**src/hw/rtl/gadc_pkg.sv**
```systemverilog
package gadc_pkg;

  // defaults for the top level parameters
  localparam int BUTTON_COUNT_DEF = 12;
  localparam int ANGLE_ITERS_DEF  = 14;

  // field widths
  localparam int AXIS_W  = 16;
  localparam int MAG_W   = 16;
  localparam int BTN_W   = 12;
  localparam int ANGLE_W = 16;
  localparam int AIM_W   = MAG_W + 1;

  // conditioning: dividend (|c| - dead zone) * 4 + 1, divided by three one bit a cycle
  localparam int               DIVD_W    = 17;
  localparam logic [MAG_W-1:0] DEAD_ZONE = 16'd8192;
  localparam logic [MAG_W-1:0] CENTER    = 16'h8000;
  localparam logic [2:0]       DIVISOR   = 3'd3;

  // fire test: 100 * (a0^2 + a1^2) > 2^30 is sum > 10737418
  localparam int             SQ_W       = 32;
  localparam logic [SQ_W:0]  FIRE_LIMIT = 33'd10737418;

  // angle datapath
  localparam int CORDIC_W     = 27;
  localparam int AIM_SHIFT    = 8;
  localparam int ZW           = 17;
  localparam int ATAN_LEN     = 20;
  localparam int ATAN_AW      = 5;
  localparam int ATAN_W       = 13;
  localparam logic signed [ZW-1:0] HALF_PI_Q13 = 17'sd12868;
  localparam logic signed [ZW-1:0] PI_Q13      = 17'sd25736;

  typedef enum logic [1:0] {
    MAP_RZ_SLIDER = 2'd0,
    MAP_RZ_Z      = 2'd1,
    MAP_Z_RZ      = 2'd2,
    MAP_RX_RY     = 2'd3
  } axis_map_t;

  typedef struct packed {
    logic              poll_ok;
    logic [AXIS_W-1:0] axis_x;
    logic [AXIS_W-1:0] axis_y;
    logic [AXIS_W-1:0] axis_z;
    logic [AXIS_W-1:0] axis_rot_x;
    logic [AXIS_W-1:0] axis_rot_y;
    logic [AXIS_W-1:0] axis_rot_z;
    logic [AXIS_W-1:0] slider_zero;
    logic [BTN_W-1:0]  raw_buttons;
  } in_item_t;

  typedef struct packed {
    logic [MAG_W-1:0]          move_left;
    logic [MAG_W-1:0]          move_right;
    logic [MAG_W-1:0]          move_up;
    logic [MAG_W-1:0]          move_down;
    logic signed [ANGLE_W-1:0] aim_angle;
    logic                      fire;
    logic [BTN_W-1:0]          buttons_now;
    logic [BTN_W-1:0]          pressed_edges;
    logic [BTN_W-1:0]          released_edges;
  } out_item_t;

  // arctan(2^-i) in Q3.13, rounded
  function automatic logic [ATAN_W-1:0] atan_q13(input logic [ATAN_AW-1:0] idx);
    logic [ATAN_W-1:0] v;
    case (idx)
      5'd0:    v = 13'd6434;
      5'd1:    v = 13'd3798;
      5'd2:    v = 13'd2007;
      5'd3:    v = 13'd1019;
      5'd4:    v = 13'd511;
      5'd5:    v = 13'd256;
      5'd6:    v = 13'd128;
      5'd7:    v = 13'd64;
      5'd8:    v = 13'd32;
      5'd9:    v = 13'd16;
      5'd10:   v = 13'd8;
      5'd11:   v = 13'd4;
      5'd12:   v = 13'd2;
      5'd13:   v = 13'd1;
      default: v = '0;
    endcase
    return v;
  endfunction

endpackage

```
**src/hw/rtl/gadc_if.sv**
```systemverilog
interface gadc_in_if import gadc_pkg::*; ();
  logic     valid;
  logic     ready;
  in_item_t item;

  modport source (output valid, output item, input ready);
  modport sink (input valid, input item, output ready);
endinterface

interface gadc_out_if import gadc_pkg::*; ();
  logic      valid;
  logic      ready;
  out_item_t item;

  modport source (output valid, output item, input ready);
  modport sink (input valid, input item, output ready);
endinterface

```
**src/hw/rtl/gadc_lane.sv**
```systemverilog
module gadc_lane import gadc_pkg::*; (
  input  logic              clk,
  input  logic              rst_n,
  input  logic              start,
  input  logic [AXIS_W-1:0] raw,
  output logic              busy,
  output logic [MAG_W-1:0]  mag,
  output logic              neg
);

  localparam int CW = $clog2(DIVD_W + 1);

  logic [MAG_W-1:0]  c_mag;
  logic [MAG_W-1:0]  c_over;
  logic [DIVD_W-1:0] dividend;
  logic [2:0]        rem_ext;
  logic              q_bit;
  logic [1:0]        rem_nxt;

  logic [DIVD_W-1:0] n_r;
  logic [DIVD_W-1:0] q_r;
  logic [1:0]        rem_r;
  logic [CW-1:0]     cnt_r;
  logic              busy_r;
  logic              neg_r;

  // distance from center and dead zone removal, times four plus one
  always_comb begin
    c_mag    = raw[AXIS_W-1] ? {1'b0, raw[AXIS_W-2:0]} : CENTER - raw;
    c_over   = c_mag - DEAD_ZONE;
    dividend = (c_mag > DEAD_ZONE) ? {c_over[DIVD_W-3:0], 2'b01} : '0;
  end

  // restoring division by three, msb first
  always_comb begin
    rem_ext = {rem_r, n_r[DIVD_W-1]};
    q_bit   = rem_ext >= DIVISOR;
    rem_nxt = q_bit ? 2'(rem_ext - DIVISOR) : rem_ext[1:0];
  end

  always_ff @(posedge clk) begin
    if (!rst_n) begin
      busy_r <= 1'b0;
      cnt_r  <= '0;
    end else if (start) begin
      busy_r <= 1'b1;
      cnt_r  <= CW'(DIVD_W);
    end else if (busy_r) begin
      cnt_r <= cnt_r - 1'b1;
      if (cnt_r == CW'(1)) begin
        busy_r <= 1'b0;
      end
    end
  end

  always_ff @(posedge clk) begin
    if (start) begin
      n_r   <= dividend;
      q_r   <= '0;
      rem_r <= '0;
      neg_r <= ~raw[AXIS_W-1];
    end else if (busy_r) begin
      n_r   <= {n_r[DIVD_W-2:0], 1'b0};
      q_r   <= {q_r[DIVD_W-2:0], q_bit};
      rem_r <= rem_nxt;
    end
  end

  assign busy = busy_r;
  assign mag  = q_r[MAG_W-1:0];
  assign neg  = neg_r;

endmodule

```
**src/hw/rtl/gadc_sqr.sv**
```systemverilog
module gadc_sqr import gadc_pkg::*; (
  input  logic             clk,
  input  logic             rst_n,
  input  logic             start,
  input  logic [MAG_W-1:0] mag,
  output logic             busy,
  output logic [SQ_W-1:0]  sq
);

  localparam int CW = $clog2(MAG_W + 1);

  logic [SQ_W-1:0]  mc_r;
  logic [MAG_W-1:0] mp_r;
  logic [SQ_W-1:0]  acc_r;
  logic [CW-1:0]    cnt_r;
  logic             busy_r;

  always_ff @(posedge clk) begin
    if (!rst_n) begin
      busy_r <= 1'b0;
      cnt_r  <= '0;
    end else if (start) begin
      busy_r <= 1'b1;
      cnt_r  <= CW'(MAG_W);
    end else if (busy_r) begin
      cnt_r <= cnt_r - 1'b1;
      if (cnt_r == CW'(1)) begin
        busy_r <= 1'b0;
      end
    end
  end

  // shift-add, one multiplier bit a cycle
  always_ff @(posedge clk) begin
    if (start) begin
      mc_r  <= SQ_W'(mag);
      mp_r  <= mag;
      acc_r <= '0;
    end else if (busy_r) begin
      if (mp_r[0]) begin
        acc_r <= acc_r + mc_r;
      end
      mc_r <= {mc_r[SQ_W-2:0], 1'b0};
      mp_r <= {1'b0, mp_r[MAG_W-1:1]};
    end
  end

  assign busy = busy_r;
  assign sq   = acc_r;

endmodule

```
**src/hw/rtl/gadc_cordic.sv**
```systemverilog
module gadc_cordic import gadc_pkg::*; #(
  parameter int ANGLE_ITERATIONS = ANGLE_ITERS_DEF
) (
  input  logic                      clk,
  input  logic                      rst_n,
  input  logic                      start,
  input  logic signed [AIM_W-1:0]   ay,
  input  logic signed [AIM_W-1:0]   ax,
  output logic                      busy,
  output logic signed [ANGLE_W-1:0] angle
);

  localparam int IW = $clog2(ANGLE_ITERATIONS);

  logic signed [CORDIC_W-1:0] x_in;
  logic signed [CORDIC_W-1:0] y_in;
  logic signed [CORDIC_W-1:0] x_ld;
  logic signed [CORDIC_W-1:0] y_ld;
  logic signed [ZW-1:0]       z_ld;
  logic signed [CORDIC_W-1:0] dx;
  logic signed [CORDIC_W-1:0] dy;
  logic signed [ZW-1:0]       at;

  logic signed [CORDIC_W-1:0] x_r;
  logic signed [CORDIC_W-1:0] y_r;
  logic signed [ZW-1:0]       z_r;
  logic [IW-1:0]              i_r;
  logic                       busy_r;

  // scale up and pre-rotate into the right half plane
  always_comb begin
    x_in = CORDIC_W'(ax) <<< AIM_SHIFT;
    y_in = CORDIC_W'(ay) <<< AIM_SHIFT;
    x_ld = x_in;
    y_ld = y_in;
    z_ld = '0;
    if (x_in < 0) begin
      if (y_in >= 0) begin
        x_ld = y_in;
        y_ld = -x_in;
        z_ld = HALF_PI_Q13;
      end else begin
        x_ld = -y_in;
        y_ld = x_in;
        z_ld = -HALF_PI_Q13;
      end
    end
  end

  always_comb begin
    dx = y_r >>> i_r;
    dy = x_r >>> i_r;
    at = {{(ZW-ATAN_W){1'b0}}, atan_q13(ATAN_AW'(i_r))};
  end

  always_ff @(posedge clk) begin
    if (!rst_n) begin
      busy_r <= 1'b0;
      i_r    <= '0;
    end else if (start) begin
      busy_r <= 1'b1;
      i_r    <= '0;
    end else if (busy_r) begin
      i_r <= i_r + 1'b1;
      if (i_r == IW'(ANGLE_ITERATIONS - 1)) begin
        busy_r <= 1'b0;
      end
    end
  end

  // one vectoring micro-rotation per cycle
  always_ff @(posedge clk) begin
    if (start) begin
      x_r <= x_ld;
      y_r <= y_ld;
      z_r <= z_ld;
    end else if (busy_r) begin
      if (y_r > 0) begin
        x_r <= x_r + dx;
        y_r <= y_r - dy;
        z_r <= z_r + at;
      end else begin
        x_r <= x_r - dx;
        y_r <= y_r + dy;
        z_r <= z_r - at;
      end
    end
  end

  always_comb begin
    if (z_r > PI_Q13) begin
      angle = ANGLE_W'(PI_Q13);
    end else if (z_r < -PI_Q13) begin
      angle = ANGLE_W'(-PI_Q13);
    end else begin
      angle = ANGLE_W'(z_r);
    end
  end

  assign busy = busy_r;

endmodule

```
**src/hw/rtl/gamepad_axis_deadzone_conditioner_core.sv**
```systemverilog
// each poll runs through the bit-serial divide-by-three in the lanes, then the bit-serial
//   squarers and the cordic side by side, then into the output register
// a new poll is taken only once the last one has been handed to the output register
// a failed poll is taken and gives no item
// reset (rst_n low, synchronous): control idle, axis mapping 0, previous buttons released
module gamepad_axis_deadzone_conditioner_core import gadc_pkg::*; #(
  parameter int BUTTON_COUNT     = BUTTON_COUNT_DEF,
  parameter int ANGLE_ITERATIONS = ANGLE_ITERS_DEF
) (
  input  logic       clk,
  input  logic       rst_n,
  input  logic       cfg_wr_en,
  input  logic [1:0] cfg_wr_data,
  gadc_in_if.sink    in_chan,
  gadc_out_if.source out_chan
);

  // buttons beyond BUTTON_COUNT are ignored
  localparam logic [BTN_W-1:0] BTN_MASK = (BUTTON_COUNT >= BTN_W) ? '1
                                          : BTN_W'((64'd1 << BUTTON_COUNT) - 64'd1);

  // source bit for each of the low eight buttons in the rx/ry layout
  localparam int REMAP_N = 8;
  localparam int REMAP_SRC [REMAP_N] = '{2, 0, 5, 3, 1, 4, 10, 11};

  // lane order
  localparam int LANE_X    = 0;
  localparam int LANE_Y    = 1;
  localparam int LANE_AIM0 = 2;
  localparam int LANE_AIM1 = 3;
  localparam int LANES     = 4;

  typedef enum logic [3:0] {
    ST_IDLE = 4'b0001,
    ST_DIV  = 4'b0010,
    ST_RUN  = 4'b0100,
    ST_HOLD = 4'b1000
  } state_t;

  state_t    state_r, state_nxt;
  axis_map_t map_r;

  logic [BTN_W-1:0] prev_btn_r;
  logic [BTN_W-1:0] btn_now_r;
  logic [BTN_W-1:0] pressed_r;
  logic [BTN_W-1:0] released_r;

  logic      out_valid_r;
  out_item_t out_item_r;

  // lane wiring
  logic [AXIS_W-1:0] lane_raw  [LANES];
  logic [MAG_W-1:0]  lane_mag  [LANES];
  logic              lane_neg  [LANES];
  logic              lane_busy [LANES];

  logic in_acc;
  logic start_div;
  logic start_aim;
  logic units_busy;
  logic units_done;
  logic out_free;
  logic load_out;

  logic [BTN_W-1:0] raw_btn;
  logic [BTN_W-1:0] remap_btn;
  logic [BTN_W-1:0] now_btn;

  logic signed [AIM_W-1:0]   aim0;
  logic signed [AIM_W-1:0]   aim1;
  logic [SQ_W-1:0]           sq0;
  logic [SQ_W-1:0]           sq1;
  logic                      sq0_busy;
  logic                      sq1_busy;
  logic                      co_busy;
  logic signed [ANGLE_W-1:0] co_angle;
  logic [SQ_W:0]             sq_sum;
  logic                      fire;
  out_item_t                 res;

  assign in_chan.ready = (state_r == ST_IDLE);
  assign in_acc        = in_chan.valid && in_chan.ready;
  assign start_div     = in_acc && in_chan.item.poll_ok;

  // aim channel selection follows the controller layout
  always_comb begin
    lane_raw[LANE_X] = in_chan.item.axis_x;
    lane_raw[LANE_Y] = in_chan.item.axis_y;
    case (map_r)
      MAP_RZ_SLIDER: begin
        lane_raw[LANE_AIM0] = in_chan.item.axis_rot_z;
        lane_raw[LANE_AIM1] = in_chan.item.slider_zero;
      end
      MAP_RZ_Z: begin
        lane_raw[LANE_AIM0] = in_chan.item.axis_rot_z;
        lane_raw[LANE_AIM1] = in_chan.item.axis_z;
      end
      MAP_Z_RZ: begin
        lane_raw[LANE_AIM0] = in_chan.item.axis_z;
        lane_raw[LANE_AIM1] = in_chan.item.axis_rot_z;
      end
      default: begin
        lane_raw[LANE_AIM0] = in_chan.item.axis_rot_x;
        lane_raw[LANE_AIM1] = in_chan.item.axis_rot_y;
      end
    endcase
  end

  // four conditioning lanes run side by side, one quotient bit per cycle
  for (genvar g = 0; g < LANES; g++) begin : g_lane
    gadc_lane u_lane (
      .clk   (clk),
      .rst_n (rst_n),
      .start (start_div),
      .raw   (lane_raw[g]),
      .busy  (lane_busy[g]),
      .mag   (lane_mag[g]),
      .neg   (lane_neg[g])
    );
  end

  // signed aim values for the angle unit
  assign aim0 = lane_neg[LANE_AIM0] ? -AIM_W'(lane_mag[LANE_AIM0])
                                    : AIM_W'(lane_mag[LANE_AIM0]);
  assign aim1 = lane_neg[LANE_AIM1] ? -AIM_W'(lane_mag[LANE_AIM1])
                                    : AIM_W'(lane_mag[LANE_AIM1]);

  // squarers and angle start together once the lanes have settled
  assign start_aim = (state_r == ST_DIV) && !lane_busy[LANE_X];

  gadc_sqr u_sqr0 (
    .clk   (clk),
    .rst_n (rst_n),
    .start (start_aim),
    .mag   (lane_mag[LANE_AIM0]),
    .busy  (sq0_busy),
    .sq    (sq0)
  );

  gadc_sqr u_sqr1 (
    .clk   (clk),
    .rst_n (rst_n),
    .start (start_aim),
    .mag   (lane_mag[LANE_AIM1]),
    .busy  (sq1_busy),
    .sq    (sq1)
  );

  gadc_cordic #(
    .ANGLE_ITERATIONS (ANGLE_ITERATIONS)
  ) u_cordic (
    .clk   (clk),
    .rst_n (rst_n),
    .start (start_aim),
    .ay    (aim0),
    .ax    (aim1),
    .busy  (co_busy),
    .angle (co_angle)
  );

  assign units_busy = sq0_busy || sq1_busy || co_busy;
  assign units_done = (state_r == ST_RUN) && !units_busy;
  assign out_free   = !out_valid_r || out_chan.ready;
  assign load_out   = (units_done || (state_r == ST_HOLD)) && out_free;

  // sequencer: divide, then square and rotate, then hand over to the output register
  always_comb begin
    state_nxt = state_r;
    case (state_r)
      ST_IDLE: begin
        if (start_div) begin
          state_nxt = ST_DIV;
        end
      end
      ST_DIV: begin
        if (start_aim) begin
          state_nxt = ST_RUN;
        end
      end
      ST_RUN: begin
        if (units_done) begin
          state_nxt = out_free ? ST_IDLE : ST_HOLD;
        end
      end
      ST_HOLD: begin
        if (out_free) begin
          state_nxt = ST_IDLE;
        end
      end
      default: state_nxt = ST_IDLE;
    endcase
  end

  // button mask, optional remap for the rx/ry layout
  always_comb begin
    raw_btn   = in_chan.item.raw_buttons & BTN_MASK;
    remap_btn = '0;
    for (int i = 0; i < REMAP_N; i++) begin
      remap_btn[i] = raw_btn[REMAP_SRC[i]];
    end
    now_btn = (map_r == MAP_RX_RY) ? (remap_btn & BTN_MASK) : raw_btn;
  end

  // exact fire test on the squared length, angle forced to zero when not firing
  always_comb begin
    sq_sum         = {1'b0, sq0} + {1'b0, sq1};
    fire           = sq_sum > FIRE_LIMIT;
    res.move_left  = lane_neg[LANE_X] ? lane_mag[LANE_X] : '0;
    res.move_right = lane_neg[LANE_X] ? '0 : lane_mag[LANE_X];
    res.move_up    = lane_neg[LANE_Y] ? lane_mag[LANE_Y] : '0;
    res.move_down  = lane_neg[LANE_Y] ? '0 : lane_mag[LANE_Y];
    res.aim_angle  = fire ? co_angle : '0;
    res.fire       = fire;
    res.buttons_now    = btn_now_r;
    res.pressed_edges  = pressed_r;
    res.released_edges = released_r;
  end

  // control state
  always_ff @(posedge clk) begin
    if (!rst_n) begin
      state_r     <= ST_IDLE;
      map_r       <= MAP_RZ_SLIDER;
      prev_btn_r  <= '0;
      out_valid_r <= 1'b0;
    end else begin
      state_r <= state_nxt;
      if (cfg_wr_en) begin
        map_r <= axis_map_t'(cfg_wr_data);
      end
      if (start_div) begin
        prev_btn_r <= now_btn;
      end
      if (load_out) begin
        out_valid_r <= 1'b1;
      end else if (out_chan.ready) begin
        out_valid_r <= 1'b0;
      end
    end
  end

  // button results are settled at accept and wait for the arithmetic
  always_ff @(posedge clk) begin
    if (start_div) begin
      btn_now_r  <= now_btn;
      pressed_r  <= now_btn & ~prev_btn_r;
      released_r <= prev_btn_r & ~now_btn;
    end
    if (load_out) begin
      out_item_r <= res;
    end
  end

  assign out_chan.valid = out_valid_r;
  assign out_chan.item  = out_item_r;

endmodule

```
**src/flat_wrapper.sv**
```systemverilog
// flat-port wrapper written by rule: the top's interface ports become plain ports
module gamepad_axis_deadzone_conditioner_core_flat import gadc_pkg::*;
#(
  parameter int BUTTON_COUNT     = BUTTON_COUNT_DEF,
  parameter int ANGLE_ITERATIONS = ANGLE_ITERS_DEF
)
  (clk, rst_n, cfg_wr_en, cfg_wr_data, in_chan_valid, in_chan_item, in_chan_ready, out_chan_valid, out_chan_item, out_chan_ready);
  gadc_in_if in_chan_i ();
  gadc_out_if out_chan_i ();
  input  logic clk;
  input  logic rst_n;
  input  logic cfg_wr_en;
  input  logic [1:0] cfg_wr_data;
  input wire logic [$bits(in_chan_i.valid)-1:0] in_chan_valid;
  input wire logic [$bits(in_chan_i.item)-1:0] in_chan_item;
  output wire logic [$bits(in_chan_i.ready)-1:0] in_chan_ready;
  output wire logic [$bits(out_chan_i.valid)-1:0] out_chan_valid;
  output wire logic [$bits(out_chan_i.item)-1:0] out_chan_item;
  input wire logic [$bits(out_chan_i.ready)-1:0] out_chan_ready;
  assign in_chan_i.valid = in_chan_valid;
  assign in_chan_i.item = in_chan_item;
  assign in_chan_ready = in_chan_i.ready;
  assign out_chan_valid = out_chan_i.valid;
  assign out_chan_item = out_chan_i.item;
  assign out_chan_i.ready = out_chan_ready;
  gamepad_axis_deadzone_conditioner_core #(.BUTTON_COUNT(BUTTON_COUNT), .ANGLE_ITERATIONS(ANGLE_ITERATIONS)) u_core (.clk(clk), .rst_n(rst_n), .cfg_wr_en(cfg_wr_en), .cfg_wr_data(cfg_wr_data), .in_chan(in_chan_i), .out_chan(out_chan_i));
endmodule
```
**config.mk**
```make
export PLATFORM = sky130hd
export DESIGN_NAME = gamepad_axis_deadzone_conditioner_core_flat
export DESIGN_NICKNAME = d
export VERILOG_FILES = /design/src/hw/rtl/gadc_pkg.sv /design/src/hw/rtl/gadc_if.sv /design/src/hw/rtl/gadc_lane.sv /design/src/hw/rtl/gadc_sqr.sv /design/src/hw/rtl/gadc_cordic.sv /design/src/hw/rtl/gamepad_axis_deadzone_conditioner_core.sv /design/src/flat_wrapper.sv
export SDC_FILE = /design/constraint.sdc
export NUM_CORES = 2
export LEC_CHECK = 0
export ABC_CLOCK_PERIOD_IN_PS = 9000
export BUFFER_PORTS_ARGS = -buffer_cell sky130_fd_sc_hd__buf_2
export CELL_PAD_IN_SITES_DETAIL_PLACEMENT = 0
export CELL_PAD_IN_SITES_GLOBAL_PLACEMENT = 1
export CORE_MARGIN = 2
export CORE_UTILIZATION = 35
export DETAILED_ROUTE_END_ITERATION = 10
export PLACE_DENSITY_LB_ADDON = 0.1
export SYNTH_ARGS = -nofsm -noshare
export SYNTH_HDL_FRONTEND = slang
export SYNTH_SLANG_ARGS = --single-unit
```
**constraint.sdc**
```tcl
create_clock -name clk -period 9 [get_ports clk]
set_input_delay 0.9 -clock clk [delete_from_list [all_inputs] [get_ports clk]]
set_output_delay 0.9 -clock clk [all_outputs]
set_load 0.005 [all_outputs]
```
==> run summary <==
The flow ran to the end, and the final reports show no timing, DRC or antenna violations. After layout, the design draws a total of 10.06 mW. The count of maximum capacitance violations came out at 0.

The number of design rule violations left after detail routing is 0. Hold repair after CTS inserted 0 buffers. At the later pin of the worst-skew pair, clock insertion delay measures 0.66 ns. Across every metal layer, demand over resource in global routing totals 0.1920. The total nets after synthesis came out at 4569. Dividing the synthesized area by the synthesized cell count gives 9.344 µm². The H-tree depth reported by CTS came out at 3. The post-CTS clock slew at the launch and capture registers of the worst setup and hold paths came out at 0.06 ns. The count of port buffers added during placement came out at 250. The detail-routed via count per cell came out at 5.265.

The type of the tightest min-delay check is reg2reg. In this design, the largest share of critical-path delay is due to compound AO/OA/AOI/OAI gates. The die height came out at 340.2 µm. The post-synthesis cell area came out at 39550 µm². The via count of the first global-routing pass is 30530. The startpoint type of the worst setup path is a register.

The total setup buffers inserted after CTS is 0. TritonCTS built the clock tree. The setup slack after layout is 2.154 ns. The final count of hold timing violations came to 0.

The maximum fanout count along the critical path is 59. The number of sinks driven by the clock tree is 601. The actual transition at the worst max-transition pin is 1.225 ns. The cell area power density came out at 225.3 nW/µm². In the post-synthesis netlist, the biggest area contributors are sky130_fd_sc_hd__edfxtp_1 27%, sky130_fd_sc_hd__dfxtp_1 12%, sky130_fd_sc_hd__ha_1 6.3%. The detailed-router iteration count before antenna repair is 6. The synthesis-to-layout area growth came out at 12.92%. The signal on the critical path passes through buf_4, mux4_2, mux2_2, a21oi_1, inv_1, nor4b_2, nand3_1, nor3_2, a21oi_1, mux2i_1, o22ai_1, ha_1, and3_1, a221o_1, a21oi_1, nand3b_1, o21ai_0, a31oi_1, a31oi_1, o21ai_0, xnor2_1, o21ai_1. Of the available clock period, the critical path in the final layout requires 0.7607. In the layout the commonest cells are 535 x sky130_fd_sc_hd__nand2_1, 389 x sky130_fd_sc_hd__nor2_1, 360 x sky130_fd_sc_hd__edfxtp_1.

The final setup violation count is 0. The wire length of the first global-routing pass is 177.7 mm. Synthesis instantiated 93 different standard cells from the library. The stage delay of the slowest cell on the critical path is 0.86 ns. The combinational group share of total power is 0.340.

The die covers 115700 µm². The highest attainable clock frequency came out at 146.1 MHz. The share of total power dissipated in sequential elements is 0.359.

The count of boundary I/O pins is 251. In the final design database the tool counted 4714 nets. The clock arrives with 0.04356 ns of skew. The yosys synthesis warning count is 0. The post-cts repair resize count came out at 0. The synthesized design contains 601 register bits. The number of buffer and inverter stages on the critical path came out at 2. The worst-case IR drop observed on VDD is 0.1438 mV.

The worst pin sits at a relative slew slack of 0.1749. Summed over all instances, the cell type with the most area after synthesis is sky130_fd_sc_hd__edfxtp_1. The maximum number of pins on one net before global-route repair is 178. Leaving out fill and tap cells, the most frequent cell in the layout is sky130_fd_sc_hd__nand2_1. CTS placed an instance of sky130_fd_sc_hd__clkbuf_16 at the clock tree root. In this run the deepest clock path goes through 3 buffers. The most used flip-flop cell after synthesis is sky130_fd_sc_hd__edfxtp_1. The global placement routability congestion is 0.8257.

In the final timing run, aggregate negative setup slack is 0 ns. The kind of critical path is reg2reg. The starting utilization of the core area came out at 0.3521. The number of buffers inserted during clock tree synthesis came out at 75. The area share of the leading cell type in the synthesized netlist came out at 0.2733. Dividing the detail-routed wire length by the instance count gives 19.23 µm. The aggregate routed wire length came out at 114.2 mm. The worst setup path is captured at a register.

The leakage dissipation is 17.40 nW. Of all flip-flops after synthesis, the portion carrying an async set or reset was 0. In this run the remaining antenna-violating nets after routing total 0. The count of final max-slew check failures was 0. The data arrival at the endpoint of the critical path is 7.23 ns. The number of synthesized flops with an enable pin came out at 360. The internal power summed over all cells came out at 6.396 mW.

Setup repair after global routing left no endpoint under its margin. The number of placement rows came out at 123. The required time of the worst setup path came out at 9.39 ns. The number of antenna violations at the first check in global routing is 1. The detailed-route via count came out at 31290. The share of the yosys chip area belonging to registers is 0.3953. The switching power share of the total is 0.3643. For this run the aggregate overflow at the end of global routing stands at 0.

The minimum period implied by the final worst setup slack came out at 6.846 ns. The post-detailed-placement half-perimeter wirelength came out at 83.27 mm. The net switching power figure is 3.665 mW. For this design, the slowest cell found on the critical path is sky130_fd_sc_hd__dfxtp_4. The placeable core area came out at 112300 µm². The worst slack after detailed placement came out at 2.188 ns. The initial detailed-routing violation count came out at 1806. The ratio of cells with drive above 1 in the final layout came out at 0.1304. The die width is 340.2 µm. The clock network fraction of total power came out at 0.301. Counting every instance in the synthesized netlist gives 4233. By instance count, the cell type seen most on the critical path is sky130_fd_sc_hd__a21oi_1.
==> metal layers <==
layer	track usage	wire length (µm)
met4	0.04552	2178
met1	0.2634	53740
met5	0	13
met3	0.02698	4611
met2	0.3195	53700
==> registers in the layout, indices dropped and copies added, names as in the netlist, 13 cells and up <==
signal and cells:
u_core.g_lane.u_lane.cnt_r 20, u_core.g_lane.u_lane.n_r 68, u_core.g_lane.u_lane.q_r 64, u_core.out_chan.item 117
u_core.u_cordic.at 13, u_core.u_cordic.x_r 27, u_core.u_cordic.y_r 27, u_core.u_cordic.z_r 17
u_core.u_sqr0.mc_r 32, u_core.u_sqr0.mp_r 16, u_core.u_sqr0.sq 32, u_core.u_sqr1.mc_r 32
u_core.u_sqr1.mp_r 16, u_core.u_sqr1.sq 32
==> Yosys cell counts, drive strengths merged (72+ instances only) <==
master,instances
a21oi,300
and2,72
clkbuf,173
dfxtp,241
edfxtp,360
ha,198
inv,123
mux2i,186
nand2,536
nor2,391
o21ai,251
xnor2,194
xor2,128
==> power groups by stage <==
| stage | Sequential, mW | Combinational [mW] | Clock (mW) |
|---|---|---|---|
| floorplan | 3.52 | 2.65 | 0 |
| global placement | 3.67 | 3.45 | 0 |
| detailed placement | 3.67 | 3.44 | 0 |
| CTS | 3.61 | 3.46 | 3.13 |
| global route | 3.66 | 3.86 | 3.22 |
| finish | 3.61 | 3.42 | 3.03 |
==> metrics by stage <==
step                      utilization  instances  instance area (µm²)  hold slack (ns)
after CTS                      0.3975       5941                44660           0.4083
after floorplan                     -       4233                39550           0.4003
after global routing           0.3975       5941                44660           0.4151
after global placement         0.3756       5801                42190           0.4000
after detailed placement       0.3756       5801                42190           0.4045
final                          0.3975       5942                44660           0.4118
==> final timing paths <==
| kind | startpoint | endpoint | slack, ns | depth (start not counted) |
|---|---|---|---|---|
| min | u_core.released_r[7]$_DFFE_PP_ | u_core.out_chan.item[7]$_DFFE_PP_ | 0.41 | 0 |
| min reg2reg | u_core.released_r[7]$_DFFE_PP_ | u_core.out_chan.item[7]$_DFFE_PP_ | 0.41 | 0 |
| max | u_core.u_cordic.i_r[1]$_SDFFE_PP0P_ | u_core.u_cordic.x_r[26]$_DFFE_PP_ | 2.15 | 22 |
| max reg2reg | u_core.u_cordic.i_r[1]$_SDFFE_PP0P_ | u_core.u_cordic.x_r[26]$_DFFE_PP_ | 2.15 | 22 |
==> layout make-up <==
cell class	instances	area [µm²]
fill	11340	67680
multi-input combinational	3284	22620
sequential	601	15650
clock buffer	103	2096
tap	1500	1877
timing repair buffer	291	1572
inverter	125	474.2
clock inverter	37	367.9
antenna	1	2.502
==> logic make-up (layout without fill, tap and decap cells) <==
logic type      count (synthesis)  after routing  synth area share
simple gates                 1420           1420            0.1662
fa+ha+maj                     204            204           0.06567
xor+xnor                      322            322           0.07130
buf+inv                       348            556           0.03467
mux                           297            297           0.09927
other cells                     0              1                 0
flops                         601            601            0.3953
compound gates               1041           1041            0.1676
(Power assumes the default switching activity.)
